==> config.mk <==
export PLATFORM = sky130hd
export DESIGN_NAME = tksq_cell
export DESIGN_NICKNAME = d
export VERILOG_FILES = /design/src/rtl/tksq_pkg.sv /design/src/rtl/tksq_cell.sv
export SDC_FILE = /design/constraint.sdc
export NUM_CORES = 1
export LEC_CHECK = 0
export BUFFER_PORTS_ARGS = -buffer_cell sky130_fd_sc_hd__buf_4
export CAP_MARGIN = 20
export CORE_ASPECT_RATIO = 1.2
export CORE_MARGIN = 8
export CORE_UTILIZATION = 35
export DETAILED_ROUTE_END_ITERATION = 10
export GPL_ROUTABILITY_DRIVEN = 0
export PLACE_DENSITY = 0.69
export SLEW_MARGIN = 20
export SYNTH_ARGS = -nofsm -noshare
export SYNTH_HDL_FRONTEND = slang
export SYNTH_SLANG_ARGS = --single-unit
==> constraint.sdc <==
create_clock -name clk -period 4.5 [get_ports clk]
set_clock_uncertainty 0.05 [all_clocks]
set_input_delay 0.9 -clock clk [delete_from_list [all_inputs] [get_ports clk]]
set_output_delay 0.9 -clock clk [all_outputs]
set_load 0.02 [all_outputs]
==> src/rtl/tksq_pkg.sv <==
// Shared types and constants for the two-key sorted priority queue.
// Holds command and status codes, the entry layout and the cell control word.
// Depends on nothing; tksq_cell and the top level import it.
package tksq_pkg;

	localparam int unsigned CAPACITY_DEF = 64;
	localparam int unsigned COORD_W      = 15;
	localparam int unsigned VTX_W        = 2 * COORD_W;
	localparam int unsigned HALF_W       = 32;
	localparam int unsigned KEY_W        = 2 * HALF_W;
	localparam int unsigned COUNT_OUT_W  = 7;

	typedef enum logic [1:0] {
		CMD_INSERT = 2'd0,
		CMD_REMOVE = 2'd1,
		CMD_UPDATE = 2'd2,
		CMD_QUERY  = 2'd3
	} command_t;

	typedef enum logic [1:0] {
		STATUS_DONE      = 2'd0,
		STATUS_FULL      = 2'd1,
		STATUS_NOT_FOUND = 2'd2
	} status_t;

	typedef enum logic [1:0] {
		CELL_HOLD   = 2'd0,
		CELL_MATCH  = 2'd1,
		CELL_INSERT = 2'd2,
		CELL_DROP   = 2'd3
	} cell_op_t;

	// Key is primary in the high half, secondary in the low half, so a plain
	// unsigned compare gives the lexicographic order.
	typedef struct packed {
		logic [KEY_W-1:0] key;
		logic [VTX_W-1:0] vtx;
	} entry_t;

	typedef struct packed {
		cell_op_t op;
		entry_t   ins;
	} cell_ctl_t;

endpackage

==> src/rtl/tksq_cell.sv <==
// One cell of the sorted chain: holds a single entry and trades it with its neighbors.
// Depends on tksq_pkg for the entry layout and the control word.
module tksq_cell
	import tksq_pkg::*;
(
	input  logic      clk,
	input  cell_ctl_t ctl,
	input  logic      valid,
	input  entry_t    left,
	input  logic      left_place,
	input  entry_t    right,
	input  logic      drop_sel,
	output entry_t    entry,
	output logic      place,
	output logic      match
);

	entry_t entry_q;
	logic   match_q;

	// The list is sorted, so place is a suffix over the chain: the new entry
	// lands in the first cell that raises it, and later cells shift right.
	assign place = !valid || (entry_q.key > ctl.ins.key);

	always_ff @(posedge clk) begin
		case (ctl.op)
			CELL_MATCH: begin
				match_q <= valid && (entry_q.vtx == ctl.ins.vtx);
			end
			CELL_INSERT: begin
				if (place) begin
					entry_q <= left_place ? left : ctl.ins;
				end
			end
			CELL_DROP: begin
				if (drop_sel) begin
					entry_q <= right;
				end
			end
			default: begin
			end
		endcase
	end

	assign entry = entry_q;
	assign match = match_q;

endmodule

### Yosys cells after proc, flatten, opt, wreduce, memory -nomap -nowiden

Cells that the tools add are included.
W data, S select, Z words.

| operators by class | value |
|---|---|
| shift-type cells | 0 |
| add/sub/neg operators | 0 |
| divide/modulo/power cells | 0 |
| multiplexer cells | 4 |
| reduce and logical (&&, ||, !) cells | 5 |
| equality and inequality tests | 6 |
| order comparisons | 1 |
| bitwise logic cells | 0 |
| multipliers | 0 |

Operators with widths:

| kind | count |
|---|---|
| $mux W94 | 3 |
| $pmux W94 S2 | 1 |
| $gt A64 B64 Y1 | 1 |
| $eq A30 B30 Y1 | 1 |
| $eq A2 B2 Y1 const B | 2 |
| $ne A2 B2 Y1 const B | 2 |
| $reduce_and A3 Y1 | 1 |
| $eq A2 B1 Y1 const B | 1 |
| $reduce_bool A2 Y1 | 1 |
| $logic_and A1 B1 Y1 | 1 |
| $logic_not A1 Y1 | 1 |
| $logic_or A1 B1 Y1 | 1 |

| word-level totals | value |
|---|---|
| register bits after elaboration | 95 |
| latch bits | 0 |
| memory bits (writable) | 0 |
| memories kept | 0 |
| bits in read-only memories | 0 |
| input port bits | 288 |

### Depth between registers and ports, before layout

Gate-level depths: netlist of the first run.

| depth | value |
|---|---|
| depth in word-level cells | 4 |
| gate-level depth with buffers | 9 |
| mapped depth without buffers | 9 |

### Worst setup path before layout of the first run

No wires, ideal clock.

| path | value |
|---|---|
| path type | input port to flip-flop |
| start | input ctl[92] in the netlist's numbering |
| end | register entry_q, in the netlist entry[0] (enable) |
| library setup time | 448 ps |
| data arrival time | 4,561 ps |
| stages on the path | 9 |
| required time | 4,002 ps |
| slack | -560 ps |
| buffers on the path | 0 |
| cells stage by stage | inv_1 ha_1 nand4_1 nor4_1 nand4_1 a31oi_1 a2111oi_2 o21ai_1 o211a_1 |

| on the way | value |
|---|---|
| word-level cells in the longest chain between the ends | 4 |

Ends and longest elaborated chain:

| what | line | RTL |
|---|---|---|
| from (decl) | tksq_cell.sv:7 | `input cell_ctl_t ctl,` |
| $gt A64 B64 Y1 | tksq_cell.sv:23 | `assign place = !valid \|\| (entry_q.key > ctl.ins.key);` |
| $logic_or A1 B1 Y1 | tksq_cell.sv:23 |  |
| net place | tksq_cell.sv:14 | `output logic place,` |
| $ne A2 B2 Y1 (no source line) | n/a |  |
| $reduce_and A3 Y1 (no source line) | n/a |  |
| to (signal assigned) | tksq_cell.sv:32 | `entry_q <= left_place ? left : ctl.ins;` |
| to (signal assigned) | tksq_cell.sv:37 | `entry_q <= right;` |
| to (decl) | tksq_cell.sv:18 | `entry_t entry_q;` |

The timed path passes the listed nets, and every way through them passes these cells.
A chain may end at the register's enable or synchronous reset.

### Worst setup path after layout of the first run

| path | value |
|---|---|
| start | input ctl[35] in the netlist's numbering |
| end | output place |

| on the way | value |
|---|---|
| word-level cells in the longest chain between the ends | 2 |

Ends and longest elaborated chain:

| what | line |
|---|---|
| $gt A64 B64 Y1 | tksq_cell.sv:23 |
| $logic_or A1 B1 Y1 | tksq_cell.sv:23 |
| to (decl) | tksq_cell.sv:14 |

No other way between the ends.

==> impl_metrics.py, run 1 <==
metrics = {
    "synth": {
        "ys_seq_area_share_pct": 42.4,
        "ys_types": 34,
        "synth_nets": 1033,
        "netlist_instances": 681,
        "synth_top_area_share_pct": 42.4,
        "synthTopCellsByArea": "edfxtp_1, mux2i_1, ha_1",
        "synth_edf_count": 95,
        "synth_async_sr_flop_share_pct": 0,
        "synth_ff_type": "edfxtp_1",
        "synth-seq-cells": 95,
        "yosysWarnings": 0,
        "netlist_area_um2": 6720,
        "syn_area_per_cell_um2": 9.87,
        "synth_top_area_cell": "edfxtp_1",
    },
    "power_and_ir_drop": {
        "power.density_nw_per_um2": 258,
        "power.leakage_nw": 4.84,
        "power_switching_uw": 788,
        "clockPowerShare_pct": 27.4,
        "ir_drop_v": 0.000162,
        "seqPwrFrac_pct": 42.3,
        "power_mw": 2.63,
        "combPwrFrac_pct": 30.3,
        "switching_share_pct": 30.0,
        "intPower_mw": 1.84,
    },
    "routing": {
        "wl_per_cell_um": 19.2,
        "drt-total-wl_um": 25200,
        "postRouteAntennaNets": 0,
        "vias_per_cell": 4.87,
        "drtIter0Drc": 196,
        "drc": 0,
        "via_count": 6390,
        "drt_pass1_iterations": 5,
    },
    "setup_path": {
        "critPathMostFrequentCell": "buf_4",
        "path_buf_inv": 3,
        "crit_family": "compound AO/OA/AOI/OAI gates",
        "crit_required_ps": 3550,
        "cp-end-kind": "primary output",
        "crit_chain": "buf_4 > inv_1 > ha_1 > a21o_1 > a221o_1 > a221oi_1 > a31oi_1 > a2111oi_2 > o21ai_1 > buf_4",
        "path_class": "input port to primary output",
        "arrival_ps": 3240,
        "r2r-start": "entry[60]",
        "crit_path_start_kind": "input port",
        "cpPeakStageDelay_ps": 470,
        "cp_max_fo": 2,
        "critPathLaunch": "ctl[35]",
        "cp_slowest_cell": "a2111oi_2",
    },
    "floorplanning": {
        "placementRows": 55,
        "start_util_pct": 35.7,
        "die_h_um": 168,
        "coreArea_um2": 18900,
        "ios": 384,
        "dieArea_um2": 23900,
        "die_x_um": 143,
    },
    "timing": {
        "max_freq_ghz": 0.239,
        "finalCriticalPeriod_ps": 4190,
        "setup_viol": 0,
        "layout_setup_ws_ps": 311,
        "tightest_slew_ps": 597,
        "rsz0062_at_grt": "no",
        "timing.final.crit_share_pct": 93.1,
        "fin_tns_setup_ps": 0,
        "hold_ws_ps": 685,
        "maxSlewViolCount": 0,
        "hold_violations": 0,
        "slew_headroom_pct": 60.2,
    },
    "grt": {
        "first_global_vias": 7017,
        "grt_max_degree": 94,
        "grt_usage_pct": 20.6,
        "grt_pass1_wl_um": 37800,
        "antenna_found_initial": 0,
        "grt-ovfl-total": 0,
    },
    "job": {
        "cap_violations": 0,
    },
    "finish": {
        "nets": 1403,
        "diodes": 0,
        "fillers": 1802,
        "synthToLayoutAreaGrowth_pct": 51.5,
        "layout-drive-gt1-share_pct": 38.7,
    },
    "clock_tree": {
        "cts_made_buffers": 9,
        "hold_buffers": 0,
        "cts_tree": "done",
        "path_clk_slew_ps": 70,
        "cts-resized-gates": 0,
        "cts_buffer_depth": 2,
        "cts_max_level": 3,
        "cts.sinks": 95,
        "insertion_delay_ps": 350,
        "cts_root_buf": "clkbuf_16",
        "postCtsSetupRepairBufs": 0,
    },
    "min_path": {
        "hold_class": "register to register",
        "hp-start": "entry[8]",
    },
    "run_status": {
        "outcome": "finished clean",
    },
    "placed_design": {
        "place_worst_setup_slack_ps": 357,
        "io_buffers": 383,
        "dp_hpwl_um": 21200,
    },
}
-- flip-flops by register name, summed over array words and instances, names as in the netlist --
| name | cells |
|---|---|
| entry | 94 |
| match | 1 |
-- cells in the mapped netlist, types with 4 or more instances --
cell and n:
nand3_1 10, mux2i_1 94, ha_1 64, clkbuf_1 26, a21oi_1 22, nor2_1 5, o21ai_0 4, edfxtp_1 95
nand4_1 18, o21ai_1 97, buf_1 6, xor2_1 4, nand2_1 108, nor4_1 4, xnor2_1 26, inv_1 64
-- logic make-up (layout without fill, tap and decap cells) --
kind of cell             count (synthesis)  count (layout)  synth area share (%)
AO/OA/AOI/OAI                          142             142                  11.7
AND/OR/NAND/NOR                        160             160                  10.7
XOR/XNOR                                30              30                  3.91
adder cells (fa/ha/maj)                 64              64                  11.9
buffers and inverters                   96             471                  5.36
flip-flops                              95              95                  42.4
multiplexers                            94              94                  14.0
-- worst register-to-register path, stage by stage, from the launching register on --
cell and delay [ps]:
edfxtp_1 410, ha_1 330, and4_1 230, a221o_1 330
a2111o_1 440, a2111oi_2 530, o21ai_1 180, o211a_4 290
buf_12 190
-- per-stage QoR --
stage / area, µm² / instances / util, %
2_1_floorplan: 6720 / 681 / -
3_3_place_gp: 9920 / 1296 / 52.6
3_5_place_dp: 9920 / 1296 / 52.6
4_1_cts: 10200 / 1312 / 54.0
5_1_grt: 10200 / 1312 / 54.0
6_report: 10200 / 1312 / 54.0
-- layer usage --
layer  vias to the layer above  part of all wire [%]  track usage (%)
met4                         0                   2.4             7.36
met5                         -                     0                0
met3                        31                    10             8.06
met2                       265                    52             37.6
met1                      2898                    36             20.5
li1                       3196                     -                -
-- power groups by stage --
stage	clock, mW	combinational (mW)	sequential (mW)
finish	0.720	0.798	1.11
global route	0.769	0.876	1.12
CTS	0.740	0.809	1.11
detailed placement	0	0.807	1.13
global placement	0	0.799	1.13
floorplan	0	0.307	1.21
-- final cells by class --
cell class	count	area, µm²	area share (%)
clock inverter	7	40.0	0.393
multi-input combinational	490	3520	34.6
clock buffer	9	225	2.21
tap	256	320	3.15
inverter	64	240	2.36
timing repair buffer	391	2990	29.3
sequential	95	2850	28.0
-- layout by cell type (no fill, tap or decap), types with 4 or more instances in the layout --
cell type  synthesis  final
mux2i_1           94     94
inv_1             64     64
xnor2_1           26     26
o21ai_1           97     97
edfxtp_1          95     95
nand2_1          108    108
clkbuf_16          0      9
buf_12             0      4
nand4_1           18     18
ha_1              64     64
nor4_1             4      4
a21oi_1           22     22
nand3_1           10     10
o21ai_0            4      4
nor2_1             5      5
buf_4              0    387
xor2_1             4      4
-- worst paths after layout --
path                     to  slack [ps]  cells past startpoint
setup / recovery      place         310                     10
hold / removal        match         690                      3
setup reg to reg  entry[18]        1210                      8
hold reg to reg       match         690                      3
No activity file was read; power rests on OpenSTA's default activity.
==> run 2, diff against run 1 <==
--- a/config.mk
+++ b/config.mk
@@ -12,7 +12,7 @@
 export CORE_UTILIZATION = 35
 export DETAILED_ROUTE_END_ITERATION = 10
 export GPL_ROUTABILITY_DRIVEN = 0
-export PLACE_DENSITY = 0.69
+export PLACE_DENSITY = 0.66
 export SLEW_MARGIN = 20
 export SYNTH_ARGS = -nofsm -noshare
 export SYNTH_HDL_FRONTEND = slang
==> constraint.sdc (replaced) <==
create_clock -name clk -period 5.3 [get_ports clk]
set_clock_uncertainty 0.05 [all_clocks]
set_input_delay 1.06 -clock clk [delete_from_list [all_inputs] [get_ports clk]]
set_output_delay 1.06 -clock clk [all_outputs]
set_load 0.02 [all_outputs]
==> impl_metrics.py, run 2 (same netlist as run 1, synthesis figures left out) <==
metrics = {
    "clock_tree": {
        "path_clk_slew_ps": 70,
        "cts.sinks": 95,
        "cts_buffer_depth": 2,
        "cts-resized-gates": 0,
        "postCtsSetupRepairBufs": 0,
        "cts_made_buffers": 9,
        "insertion_delay_ps": 350,
        "cts_max_level": 3,
        "cts_root_buf": "clkbuf_16",
        "hold_buffers": 0,
        "cts_tree": "done",
    },
    "floorplanning": {
        "die_h_um": 168,
        "coreArea_um2": 18900,
        "placementRows": 55,
        "die_x_um": 143,
        "dieArea_um2": 23900,
        "start_util_pct": 35.7,
        "ios": 384,
    },
    "setup_path": {
        "arrival_ps": 3360,
        "cp-end-kind": "primary output",
        "reg2reg_slack_ps": 1960,
        "r2r-end": "entry[67]",
        "crit_path_end": "place",
        "cp_max_fo": 3,
        "crit_required_ps": 4190,
        "r2r-start": "entry[60]",
        "crit_path_start_kind": "input port",
        "reg2reg_depth": 8,
        "path_class": "input port to primary output",
        "critPathLaunch": "ctl[60]",
    },
    "grt": {
        "grt_usage_pct": 20.3,
        "antenna_found_initial": 1,
        "grt_max_degree": 106,
        "first_global_vias": 6926,
        "grt-ovfl-total": 0,
        "grt_pass1_wl_um": 37200,
    },
    "finish": {
        "fillers": 1782,
        "multi_input_area_um2": 3520,
        "final_common_cell": "buf_4",
        "final_cell_mix": "buf_4, nand2_1, o21ai_1",
        "largest_reg_flops": 94,
        "utilization_pct": 53.9,
        "nets": 1400,
        "instances_no_fill": 1309,
        "diodes": 0,
        "seq_area_um2": 2850,
        "layout-drive-gt1-share_pct": 38.7,
        "synthToLayoutAreaGrowth_pct": 51.3,
        "design_area_um2": 10200,
    },
    "timing": {
        "rsz0062_at_grt": "no",
        "maxSlewViolCount": 0,
        "finalCriticalPeriod_ps": 4470,
        "tightest_slew_ps": 1050,
        "slew_headroom_pct": 30.3,
        "layout_setup_ws_ps": 828,
        "hold_violations": 0,
        "fin_tns_setup_ps": 0,
        "max_freq_ghz": 0.224,
        "setup_viol": 0,
        "timing.final.crit_share_pct": 84.4,
    },
    "job": {
        "cap_violations": 0,
    },
    "power_and_ir_drop": {
        "ir_drop_v": 0.000129,
        "clockPowerShare_pct": 29.2,
        "power.density_nw_per_um2": 224,
        "switching_share_pct": 29.3,
        "power.leakage_nw": 4.84,
        "seqPwrFrac_pct": 41.3,
        "power_switching_uw": 667,
        "intPower_mw": 1.61,
        "combPwrFrac_pct": 29.5,
    },
    "placed_design": {
        "place_worst_setup_slack_ps": 811,
        "dp_cells": 1293,
        "dp_hpwl_um": 20500,
        "io_buffers": 383,
        "place_area_um2": 9870,
    },
    "min_path": {
        "hold_class": "register to register",
    },
    "routing": {
        "drtIter0Drc": 200,
        "drc": 0,
        "via_count": 6375,
        "postRouteAntennaNets": 0,
        "vias_per_cell": 4.87,
        "wl_per_cell_um": 18.9,
        "drt_pass1_iterations": 4,
        "drt-total-wl_um": 24800,
    },
    "run_status": {
        "outcome": "finished clean",
    },
}
[run 2: layout make-up]
class	count	share of cell area, %
Timing Repair Buffer	388	28.9
Sequential cell	95	28.0
Inverter	64	2.36
Clock buffer	9	2.21
Multi-Input combinational cell	490	34.6
Tap cell	256	3.15
Clock inverter	7	0.701
[run 2: worst min-delay path by stage]
stage / to / depth (start not counted) / start / slack, ps
2_1_floorplan: match / 3 / entry[8] / 750
3_3_place_gp: match / 3 / entry[8] / 670
3_5_place_dp: match / 3 / entry[8] / 680
4_1_cts: match / 3 / entry[8] / 700
5_1_grt: match / 3 / entry[7] / 750
6_report: match / 3 / entry[8] / 680
[run 2: layer usage]
layer,wire (µm),vias to the layer above,track usage (%)
met5,13,-,0
met3,2320,32,7.36
met2,12800,250,36.9
met4,594,2,7.27
li1,-,3186,-
met1,9110,2905,20.8
[run 2: stage by stage]
step | total power [mW] | hold WS [ps]
2_1_floorplan | 1.29 | 753
3_3_place_gp | 1.63 | 670
3_5_place_dp | 1.64 | 684
4_1_cts | 2.32 | 696
5_1_grt | 2.40 | 749
6_report | 2.28 | 684
[run 2: power by group through the flow]
stage	sequential (mW)	clock, mW	combinational [mW]
after CTS	0.944	0.691	0.683
after detailed placement	0.960	0	0.681
after global routing	0.951	0.709	0.739
after global placement	0.958	0	0.675
final	0.943	0.666	0.672
after floorplan	1.03	0	0.261
[run 2: worst max-delay path, stage by stage]
cell and delay (ps):
buf_4 90, inv_1 40, ha_1 320, and4_1 230, a221o_1 330, a2111o_1 440
a2111oi_2 500, o21ai_1 150, buf_4 190
